`src/rtl/rbsh_pkg.sv`:
```
// shared types and constants for the ray box slab hit block
// no dependencies; imported by every rbsh module and ray_box_slab_hit

package rbsh_pkg;

	localparam int DIST_W   = 16;
	localparam int BOX_W    = 9;
	localparam int SHIFT_W  = 4;
	// multiplier factor: covers 256 - reg (down to -255) and reg (up to 511)
	localparam int K_W      = 11;
	localparam int PROD_W   = DIST_W + K_W;
	localparam int FRAC_W   = 8;

	localparam int S_DATA_W = 104;
	localparam int M_DATA_W = 32;
	localparam int CFG_IDX_W = 2;

	localparam logic [DIST_W-1:0]  DIST_NEVER = 16'hffff;
	localparam logic [K_W-1:0]     FULL_FACE  = 11'd256;
	localparam logic [BOX_W-1:0]   BOX_LOW_RST  = 9'd96;
	localparam logic [BOX_W-1:0]   BOX_HIGH_RST = 9'd160;

	localparam logic [CFG_IDX_W-1:0] CFG_BOX_X_LOW  = 2'd0;
	localparam logic [CFG_IDX_W-1:0] CFG_BOX_X_HIGH = 2'd1;
	localparam logic [CFG_IDX_W-1:0] CFG_BOX_Y_LOW  = 2'd2;
	localparam logic [CFG_IDX_W-1:0] CFG_BOX_Y_HIGH = 2'd3;

	// per-axis products and parallel-axis range check, registered between stages
	typedef struct packed {
		logic              par;
		logic              par_ok;
		logic [DIST_W-1:0] to_in;
		logic [DIST_W-1:0] to_out;
	} slab_pre_t;

	// per-axis slab interval
	typedef struct packed {
		logic              ok;
		logic [DIST_W-1:0] dist_in;
		logic [DIST_W-1:0] dist_out;
	} slab_t;

	typedef struct packed {
		logic signed [DIST_W-1:0] rel_pos_y;
		logic signed [DIST_W-1:0] rel_pos_x;
		logic                     dir_y_zero;
		logic                     dir_x_zero;
		logic                     step_y_negative;
		logic                     step_x_negative;
		logic [DIST_W-1:0]        delta_y;
		logic [DIST_W-1:0]        delta_x;
		logic [DIST_W-1:0]        side_dist_y;
		logic [DIST_W-1:0]        side_dist_x;
	} in_item_t;

	typedef struct packed {
		logic [SHIFT_W-1:0] face_shift;
		logic [BOX_W-1:0]   face_low;
		logic               hit_side;
		logic [DIST_W-1:0]  entry_dist;
		logic               hit;
	} out_item_t;

endpackage

```
`src/rtl/rbsh_slab_pre.sv`:
```
// first half of one axis slab: box face distances from the per-cell delta
// depends on rbsh_pkg

module rbsh_slab_pre
	import rbsh_pkg::*;
(
	input  logic [DIST_W-1:0]        delta,
	input  logic                     step_negative,
	input  logic                     dir_zero,
	input  logic signed [DIST_W-1:0] rel_pos,
	input  logic [BOX_W-1:0]         box_low,
	input  logic [BOX_W-1:0]         box_high,
	output slab_pre_t                pre
);

	logic signed [K_W-1:0]    k_in;
	logic signed [K_W-1:0]    k_out;
	logic signed [PROD_W-1:0] p_in;
	logic signed [PROD_W-1:0] p_out;
	logic signed [DIST_W:0]   pos_w;
	logic signed [DIST_W:0]   low_w;
	logic signed [DIST_W:0]   high_w;

	// plus direction enters at the far side of the cell minus low
	always_comb begin
		if (step_negative) begin
			k_in  = $signed({2'b00, box_high});
			k_out = $signed({2'b00, box_low});
		end else begin
			k_in  = $signed(FULL_FACE - {2'b00, box_low});
			k_out = $signed(FULL_FACE - {2'b00, box_high});
		end
	end

	// delta is taken as signed 16-bit
	assign p_in  = $signed(delta) * k_in;
	assign p_out = $signed(delta) * k_out;

	assign pos_w  = {rel_pos[DIST_W-1], rel_pos};
	assign low_w  = $signed({{(DIST_W+1-BOX_W){1'b0}}, box_low});
	assign high_w = $signed({{(DIST_W+1-BOX_W){1'b0}}, box_high});

	always_comb begin
		pre.par    = dir_zero;
		pre.par_ok = (pos_w >= low_w) && (pos_w < high_w);
		pre.to_in  = p_in[FRAC_W +: DIST_W];
		pre.to_out = p_out[FRAC_W +: DIST_W];
	end

endmodule

```
`src/rtl/rbsh_slab_cmp.sv`:
```
// second half of one axis slab: entry and exit distances against the cell side distance
// depends on rbsh_pkg

module rbsh_slab_cmp
	import rbsh_pkg::*;
(
	input  logic [DIST_W-1:0] side_dist,
	input  slab_pre_t         pre,
	output slab_t             res
);

	always_comb begin
		if (pre.par) begin
			res.ok       = pre.par_ok;
			res.dist_in  = '0;
			res.dist_out = DIST_NEVER;
		end else begin
			res.ok       = side_dist > pre.to_out;
			// entry behind the origin clamps to zero
			res.dist_in  = (side_dist > pre.to_in) ? (side_dist - pre.to_in) : '0;
			res.dist_out = side_dist - pre.to_out;
		end
	end

endmodule

```
`src/rtl/ray_box_slab_hit.sv`:
```
// top level of the ray box slab hit block: stream ports, box registers, pipeline
// depends on rbsh_pkg, rbsh_slab_pre, rbsh_slab_cmp

// Tests one grid ray against an axis-aligned box inside a map cell, using
// 8.8 fixed-point slab intervals per axis. Each input beat yields exactly one
// output beat, in order. One beat is taken per clock when the output side keeps
// up. There are three register stages (input register, product register, result
// register), and m_tvalid is driven by the result register. The middle stage is there
// because the four 16x11 signed multipliers get a stage of their own ahead of the
// compare stage. Stalls propagate back through
// the stages, so the full pipeline holds up to three beats. Box registers are
// written through cfg_we/cfg_index/cfg_data and must only change while no beat
// is in flight; they reset to a box spanning 96..160 on both axes. On a miss
// every output field except hit is zero.

module ray_box_slab_hit
	import rbsh_pkg::*;
(
	input  logic                  clk,
	input  logic                  arst_n,
	// slave side
	input  logic                  s_tvalid,
	output logic                  s_tready,
	// side_dist_x, side_dist_y, delta_x, delta_y, step_x_negative,
	// step_y_negative, dir_x_zero, dir_y_zero, rel_pos_x, rel_pos_y, 4 zero bits
	input  logic [S_DATA_W-1:0]   s_tdata,
	// master side
	output logic                  m_tvalid,
	input  logic                  m_tready,
	// hit, entry_dist, hit_side, face_low, face_shift, 1 zero bit
	output logic [M_DATA_W-1:0]   m_tdata,
	// configuration write port
	input  logic                  cfg_we,
	input  logic [CFG_IDX_W-1:0]  cfg_index,
	input  logic [BOX_W-1:0]      cfg_data
);

	// box registers
	logic [BOX_W-1:0] box_x_low_q;
	logic [BOX_W-1:0] box_x_high_q;
	logic [BOX_W-1:0] box_y_low_q;
	logic [BOX_W-1:0] box_y_high_q;

	// stage valids and flow control
	logic      valid_s1;
	logic      valid_s2;
	logic      out_valid_q;
	logic      out_free;
	logic      s2_free;

	// payload registers
	in_item_t  item_s1;
	slab_pre_t pre_x_s2;
	slab_pre_t pre_y_s2;
	logic [DIST_W-1:0] side_x_s2;
	logic [DIST_W-1:0] side_y_s2;
	out_item_t out_q;

	// combinational values
	slab_pre_t pre_x;
	slab_pre_t pre_y;
	slab_t     res_x;
	slab_t     res_y;
	out_item_t result;
	logic [DIST_W-1:0] ent;
	logic [DIST_W-1:0] ext;
	logic              side_sel;
	logic signed [BOX_W:0] width;
	logic [BOX_W-1:0]  width_c;
	logic [SHIFT_W-1:0] shift;

	// configuration writes
	always_ff @(posedge clk or negedge arst_n) begin
		if (!arst_n) begin
			box_x_low_q  <= BOX_LOW_RST;
			box_x_high_q <= BOX_HIGH_RST;
			box_y_low_q  <= BOX_LOW_RST;
			box_y_high_q <= BOX_HIGH_RST;
		end else if (cfg_we) begin
			unique case (cfg_index)
				CFG_BOX_X_LOW:  box_x_low_q  <= cfg_data;
				CFG_BOX_X_HIGH: box_x_high_q <= cfg_data;
				CFG_BOX_Y_LOW:  box_y_low_q  <= cfg_data;
				CFG_BOX_Y_HIGH: box_y_high_q <= cfg_data;
				default: ;
			endcase
		end
	end

	// each stage moves on when the one after it is empty or draining
	assign out_free = !out_valid_q || m_tready;
	assign s2_free  = !valid_s2 || out_free;
	assign s_tready = !valid_s1 || s2_free;

	always_ff @(posedge clk or negedge arst_n) begin
		if (!arst_n) begin
			valid_s1    <= 1'b0;
			valid_s2    <= 1'b0;
			out_valid_q <= 1'b0;
		end else begin
			if (s_tready)
				valid_s1 <= s_tvalid;
			if (s2_free)
				valid_s2 <= valid_s1;
			if (out_free)
				out_valid_q <= valid_s2;
		end
	end

	// stage 1: input register
	always_ff @(posedge clk) begin
		if (s_tvalid && s_tready)
			item_s1 <= in_item_t'(s_tdata[$bits(in_item_t)-1:0]);
	end

	// stage 1 logic: face distance products per axis
	rbsh_slab_pre u_pre_x (
		.delta         (item_s1.delta_x),
		.step_negative (item_s1.step_x_negative),
		.dir_zero      (item_s1.dir_x_zero),
		.rel_pos       (item_s1.rel_pos_x),
		.box_low       (box_x_low_q),
		.box_high      (box_x_high_q),
		.pre           (pre_x)
	);

	rbsh_slab_pre u_pre_y (
		.delta         (item_s1.delta_y),
		.step_negative (item_s1.step_y_negative),
		.dir_zero      (item_s1.dir_y_zero),
		.rel_pos       (item_s1.rel_pos_y),
		.box_low       (box_y_low_q),
		.box_high      (box_y_high_q),
		.pre           (pre_y)
	);

	// stage 2: product register
	always_ff @(posedge clk) begin
		if (valid_s1 && s2_free) begin
			pre_x_s2  <= pre_x;
			pre_y_s2  <= pre_y;
			side_x_s2 <= item_s1.side_dist_x;
			side_y_s2 <= item_s1.side_dist_y;
		end
	end

	// stage 2 logic: per-axis intervals
	rbsh_slab_cmp u_cmp_x (
		.side_dist (side_x_s2),
		.pre       (pre_x_s2),
		.res       (res_x)
	);

	rbsh_slab_cmp u_cmp_y (
		.side_dist (side_y_s2),
		.pre       (pre_y_s2),
		.res       (res_y)
	);

	// interval overlap; a tie between entry and exit still hits
	assign ent      = (res_x.dist_in > res_y.dist_in) ? res_x.dist_in : res_y.dist_in;
	assign ext      = (res_x.dist_out < res_y.dist_out) ? res_x.dist_out : res_y.dist_out;
	assign side_sel = !(res_x.dist_in > res_y.dist_in);

	// an x face spans the y extent of the box and vice versa
	always_comb begin
		if (side_sel)
			width = $signed({1'b0, box_x_high_q}) - $signed({1'b0, box_x_low_q});
		else
			width = $signed({1'b0, box_y_high_q}) - $signed({1'b0, box_y_low_q});
	end

	// empty or inverted box is treated as width one
	assign width_c = (width < 1) ? BOX_W'(1) : width[BOX_W-1:0];

	// shift brings the width up to a full face
	always_comb begin
		shift = '0;
		if (!width_c[BOX_W-1]) begin
			for (int i = 0; i < BOX_W-1; i++) begin
				if (width_c[i])
					shift = SHIFT_W'(BOX_W-1-i);
			end
		end
	end

	always_comb begin
		result = '0;
		if (res_x.ok && res_y.ok && (ent <= ext)) begin
			result.hit        = 1'b1;
			result.entry_dist = ent;
			result.hit_side   = side_sel;
			result.face_low   = side_sel ? box_x_low_q : box_y_low_q;
			result.face_shift = shift;
		end
	end

	// stage 3: result register
	always_ff @(posedge clk) begin
		if (valid_s2 && out_free)
			out_q <= result;
	end

	assign m_tvalid = out_valid_q;
	assign m_tdata  = {{(M_DATA_W-$bits(out_item_t)){1'b0}}, out_q};

	// a miss carries nothing but a cleared hit
	a_miss_zero: assert property (@(posedge clk) disable iff (!arst_n)
		out_valid_q && !out_q.hit |-> (out_q.entry_dist == '0) && !out_q.hit_side &&
			(out_q.face_low == '0) && (out_q.face_shift == '0))
		else $error("miss beat with nonzero fields");

	a_shift_range: assert property (@(posedge clk) disable iff (!arst_n)
		out_valid_q |-> out_q.face_shift <= SHIFT_W'(BOX_W-1))
		else $error("face shift beyond full scale");

	// a stalled stage keeps its beat
	a_s1_hold: assert property (@(posedge clk) disable iff (!arst_n)
		valid_s1 && !s2_free |=> valid_s1)
		else $error("stage 1 beat dropped under stall");

	a_s2_hold: assert property (@(posedge clk) disable iff (!arst_n)
		valid_s2 && !out_free |=> valid_s2 && $stable(pre_x_s2) && $stable(pre_y_s2))
		else $error("stage 2 beat lost under stall");

endmodule
```
`config.mk`:
```
export PLATFORM = sky130hd
export DESIGN_NAME = ray_box_slab_hit
export DESIGN_NICKNAME = d
export VERILOG_FILES = /design/src/rtl/rbsh_pkg.sv /design/src/rtl/rbsh_slab_pre.sv /design/src/rtl/rbsh_slab_cmp.sv /design/src/rtl/ray_box_slab_hit.sv
export SDC_FILE = /design/constraint.sdc
export NUM_CORES = 2
export LEC_CHECK = 0
export BUFFER_PORTS_ARGS = -buffer_cell sky130_fd_sc_hd__buf_4
export CORE_MARGIN = 2
export CORE_UTILIZATION = 59
export DETAILED_ROUTE_END_ITERATION = 16
export PLACE_DENSITY = 0.78
export RECOVER_POWER = 50
export SYNTH_ARGS = -nofsm -noshare
export SYNTH_HDL_FRONTEND = slang
export SYNTH_HIERARCHICAL = 1
export SYNTH_SLANG_ARGS = --single-unit
export TNS_END_PERCENT = 20
```
`constraint.sdc`:
```
create_clock -name clk -period 6.92 [get_ports clk]
set_input_delay 0 -clock clk [delete_from_list [all_inputs] [get_ports clk]]
set_output_delay 0 -clock clk [all_outputs]
set_load 0.01 [all_outputs]
```
# [Word level (Yosys, flattened, before mapping)]
# Index checks and enable logic that the tools add are counted.
# W data, S select, Z words.
[classes] n_addsub=10 n_mux=22 eq_ne=3 bitwise_logic=1 n_div=0 n_shift=0 n_mul=4 n_lt_le_gt_ge=12 n_reduce_logical=23
[op_table] operator="$mul A16 B11 Y24" n=4
[op_table] operator="$gt A16 B16 Y1" n=5
[op_table] operator="$mux W33" n=2
[op_table] operator="$mux W16" n=4
[op_table] operator="$sub A16 B16 Y16" n=4
[op_table] operator="$mux W11" n=4
[op_table] operator="$sub A9 B9 Y10 const A" n=4
[op_table] operator="$ge A16 B10 Y1" n=2
[op_table] operator="$lt A16 B10 Y1" n=2
[op_table] operator="$mux W4" n=8
[op_table] operator="$sub A9 B9 Y10" n=2
[op_table] operator="$mux W9" n=2
[op_table] operator="$le A16 B16 Y1" n=1
[op_table] operator="$lt A16 B16 Y1" n=1
[op_table] operator="$lt A10 B2 Y1 const B" n=1
[op_table] operator="$mux W10" n=1
[op_table] operator="$reduce_or A9 Y1" n=1
[op_table] operator="$reduce_and A2 Y1" n=4
[op_table] operator="$logic_and A1 B1 Y1" n=7
[op_table] operator="$reduce_or A5 Y1" n=1
[op_table] operator="$eq A2 B2 Y1 const B" n=2
[op_table] operator="$logic_not A1 Y1" n=4
[op_table] operator="$logic_or A1 B1 Y1" n=3
[op_table] operator="$reduce_or A3 Y1" n=1
[op_table] operator="5 further kinds" n=5
[word_totals] ramBits=0 latch_bits=0 rom_bits=0 elab_cells=110 memories=0 out_inout_bits=34 in_bits=120 reg_bits=270

# [Logic depth before layout (Yosys ltp)]
[logic_depth] depth_word=15 ltp_mapped=29 mapped_depth_nobuf=26

# [Hierarchy]
# The synthesis kept the hierarchy.
[modules_own_cells] module="rbsh_slab_pre (u_pre_x)" area_each_um2=12430.7 n_inst=1 seq_area_each_um2=0.0 cells_per_inst=1457
[modules_own_cells] module="rbsh_slab_pre (u_pre_y)" area_each_um2=12326.8 n_inst=1 seq_area_each_um2=0.0 cells_per_inst=1440
[modules_own_cells] module="ray_box_slab_hit" area_each_um2=11222.0 n_inst=1 seq_area_each_um2=7922.6 cells_per_inst=724
[modules_own_cells] module="rbsh_slab_cmp" area_each_um2=1765.4 n_inst=2 seq_area_each_um2=0.0 cells_per_inst=257

# [Worst setup path after synthesis]
# No wires, ideal clock.
[synth_path] path_type="register -> register" from="register box_x_high_q[3]" to="register pre_x_s2[15] (netlist name) (data pin)" t_required_ns=6.660 period_less_slack_ns=6.460 path_stages_with_launch=26 setup_ns=0.260 arrival_ns=6.200 n_path_buf=3 slack_ns=0.460 path_cell_list="dfrtp_1 buf_6 or4_4 nor3_2 or3_1 buf_4 inv_2 clkbuf_1 and2_1 fa_1 inv_1 fa_1 fa_1 inv_1 fa_1 inv_1 fa_1 inv_1 ha_1 nand2_1 nor2_1 a2111oi_0 nor2_1 or4_1 a31oi_1 xnor2_1"
[synth_rtl] element="from (decl)" line_no="ray_box_slab_hit.sv:40" rtl="logic [BOX_W-1:0] box_x_high_q;"
[synth_rtl] element="from (signal assigned)" line_no="ray_box_slab_hit.sv:82" rtl="CFG_BOX_X_HIGH: box_x_high_q <= cfg_data;"
[synth_rtl] element="to (signal assigned)" line_no="ray_box_slab_hit.sv:140" rtl="pre_x_s2 <= pre_x;"
[synth_rtl] element="to (decl)" line_no="ray_box_slab_hit.sv:53" rtl="slab_pre_t pre_x_s2;"

==> qor.yml <==
routing:
  first_pass_iters: 5
  drc_errors: 0
  ant_nets: 0
  via_count: 29300
  viasPerCell: 5.53
  wire_per_inst_um: 18.0
  initialDrtViolationCount: 1912
  wl_mm: 95.4
placement:
  gp_congestion: 0.933
  dp_hpwl_mm: 73.3
  place_ws_ns: 0.272
  dpl_cell_area_mm2: 0.0419
  portBuffers: 148
  dpl.cell_count: 5105
setup_path:
  crit_top_cell: "fa_1"
  max_stage_delay_ns: 0.59
  path_delay_family: "adder cells"
  rr_worst_depth: 22
  reg2reg_setup_slack_ns: 0.25
  path_class: "flip-flop to flip-flop"
  worstPathRequired_ns: 7.23
  critPathLaunchType: "flip-flop"
  critPathBufInv: 4
  worst-path-stages: 22
  cp_slowest_cell: "or4_4"
  crit_path_cell_trace: "or4_4, nor3_2, xnor2_1, o21ai_2, and2_1, fa_1, inv_1, fa_1, fa_1, inv_1, fa_1, inv_1, fa_1, inv_1, ha_1, nand2_1, nor2_1, a2111oi_0, nor2_1, or4_1, a31oi_1, xnor2_1"
  cp-startpoint: "box_x_high_q[6]"
  crit_end: "pre_x_s2[15]"
  rr_endpoint: "pre_x_s2[15]"
  endpoint_kind: "flip-flop"
  worst_r2r_startpoint: "box_x_high_q[6]"
  critPathMaxFanout: 12
  cp.arrival_ns: 6.98
finish:
  final_cell_area_mm2: 0.0442
  antennaDiodeCount: 0
  syn_to_final_growth_pct: 11.8
  drive_above_1_share_pct: 8.21
  final-instance-count-excl-fill: 5299
  nets: 5477
synthesis:
  ys.flop_type: "edfxtp_1"
  netlist_instances: 4135
  synth_warnings: 6
  synthArstFlopShare_pct: 14.4
  ys_seq_elements: 270
  yosysTopAreaCell: "fa_1"
  synth_edf_count: 231
  syn_area_mm2: 0.0395
  syn_area_per_cell_um2: 9.56
  synth_area_leaders: "fa_1, edfxtp_1, ha_1"
  yosysUniqueCellTypes: 93
  syn_nets: 5204
  seq_area_frac_synth_pct: 20.1
  netlist.area_leader.share_pct: 29.3
global_route:
  grt_use_met2_pct: 48.1
  grt_pass1_wl_mm: 159
  grt_pass1_vias: 31300
  grtUsageMet1_pct: 38.1
  met3_usage_pct: 3.72
  grt_usage_pct: 28.6
  antenna_found_initial: 1
  gr-total-overflow: 0
  gr-max-usage-layer: "met2"
  grt_max_degree: 53
cts:
  postCtsSetupRepairBufs: 0
  clk_pin_slew_ns: 0.06
  clk_latency_ns: 0.57
  cts_buffers: 35
  tritoncts: "built"
  cts_htree_levels: 2
  clkSinkCount: 270
  root_buffer: "clkbuf_16"
  clock_path_buffers: 3
die:
  die_width_um: 263
  rows: 94
  coreArea_mm2: 0.0660
  start_util_pct: 59.9
  fp.dieH_um: 263
  die_area_mm2: 0.0691
  io_pins: 154
timing:
  hold_viol: 0
  fin_skew_ns: 0.0262
  maxSlewHeadroom_pct: -147
  worst_pin_slew_ns: 3.70
  fin_tns_setup_ns: 0
  setup_ws_ns: 0.248
  drv_slew: 117
  fmax_ghz: 0.150
  fin_crit_sh_pct: 96.4
  rsz0062_at_grt: "yes"
  layout_min_cycle_time_ns: 6.67
  final-setup-viol-count: 0
min_path:
  worst_hold_path.num_cells: 4
  hp-class: "input pin to flip-flop"
run_status:
  violations: "max-capacitance violations, max-slew violations"
  status: "finished, violations left"
flow_run:
  cap_violations: 3
## cell families (layout without fill, tap and decap cells)
kind of cell / Yosys count / after routing / synth area share (%)
flops: 270 / 270 / 20.1
mux: 60 / 60 / 1.62
compound gates: 440 / 440 / 7.66
buf+inv: 1038 / 1338 / 10.1
other cells: 1 / 1 / 0.00949
fa+ha+maj: 949 / 949 / 41.0
simple gates: 1199 / 1199 / 15.6
xor+xnor: 178 / 178 / 3.96
## cell usage after synthesis (5+ instances only)
cell type,count
nor2b_1,147
a21o_1,63
and3_1,20
nand2_1,390
a31oi_1,12
nor2_1,150
a21boi_0,7
mux2_2,30
buf_6,5
buf_2,14
o211ai_1,10
o21ai_2,9
dfstp_2,8
nor3_2,5
xor2_1,40
o21a_1,32
and4_1,8
mux2i_1,30
nand2b_1,45
and2_1,254
a211oi_1,16
buf_4,6
fa_1,578
or4_1,5
or4_4,6
dfrtp_1,31
nand3_1,43
ha_1,371
edfxtp_1,231
or2_2,8
or3_1,17
nor3_1,52
o31ai_1,8
o31a_1,5
inv_1,897
o21ai_1,24
o21bai_1,5
clkbuf_1,109
nor4_1,14
xnor2_1,137
o21ai_0,79
a21oi_1,104
nand4_1,15
## stage by stage
step                hold slack, ns  utilization [%]
finish                      0.0324             66.9
floorplan                   -0.296                -
CTS                        0.00384             67.2
global route                0.0389             66.9
global placement          -0.00157             63.4
detailed placement         0.00342             63.4
## layer usage
metal / part of all wire [%] / wire length [um] / vias to the layer above
met2: 48 / 45400 / 978
met3: 5.7 / 5400 / 224
li1: - / - / 13500
met1: 43 / 41100 / 14600
met4: 3.7 / 3520 / 0
met5: 0 / 0 / -
## worst min-delay path: stages
cell and delay, ns:
buf_4 0.10, nor3b_1 0.04, buf_4 0.18, mux2_2 0.23
## flip-flops by register name, indices dropped and copies added, names as in the netlist
| signal | flops |
|---|---|
| box_y_low_q | 9 |
| valid_s2 | 1 |
| item_s1 | 100 |
| pre_y_s2 | 34 |
| pre_x_s2 | 34 |
| box_x_high_q | 9 |
| side_x_s2 | 16 |
| side_y_s2 | 16 |
| m_tdata | 31 |
| box_x_low_q | 9 |
| valid_s1 | 1 |
| m_tvalid | 1 |
| box_y_high_q | 9 |
## worst min path at each step
stage / from / endpoint / slack (ns)
6_report: cfg_index[0] / box_x_low_q[0] / 0.03
5_1_grt: cfg_index[1] / box_x_low_q[0] / 0.04
4_1_cts: cfg_index[0] / box_x_low_q[0] / 0.004
3_5_place_dp: arst_n / m_tvalid / 0.003
3_3_place_gp: arst_n / m_tvalid / -0.002
2_1_floorplan: arst_n / box_x_high_q[0] / -0.30
## placed cells by master (no fill, tap or decap), types with 7 or more instances in the layout
master	netlist	layout
a21oi_1	104	102
nor2b_1	147	147
clkbuf_1	109	57
nor3_1	52	52
nand4_1	15	15
or2_2	8	8
nor4_1	14	11
inv_1	897	897
nand2b_1	45	45
and4_1	8	8
nor2_1	150	150
clkbuf_16	0	37
clkbuf_4	0	98
a21boi_0	7	7
and3_1	20	20
or3_1	17	17
o21ai_1	24	24
o21ai_2	9	9
ha_1	371	371
clkinv_2	0	8
and2_1	254	251
nand2_1	390	390
o21ai_0	79	79
o31ai_1	8	7
fa_1	578	578
dfrtp_1	31	31
a31oi_1	12	12
o211ai_1	10	10
a21o_1	63	63
xnor2_1	137	137
buf_4	6	91
o21a_1	32	32
dlygate4sd3_1	0	129
mux2_2	30	30
xor2_1	40	40
mux2i_1	30	30
a211oi_1	16	16
nand3_1	43	43
edfxtp_1	231	231
## cell type report
cell class                 instances  area (um2)
clock inverter                    24         243
multi-input combinational       2827       27700
fill                            5093       21800
sequential                       270        7920
inverter                         900        3380
tap                              864        1080
timing repair buffer             374        2940
clock buffer                      40         947
## what timing repair did
action,4_1_cts,5_1_grt
endpoints found under the hold margin,178,0
setup endpoints to repair,0,9
resized for setup,0,6
hold buffers,130,0
Power is left out: the tool's default activity adds up to more than one toggle a clock period on the data nets, which glitch-free logic cannot reach.
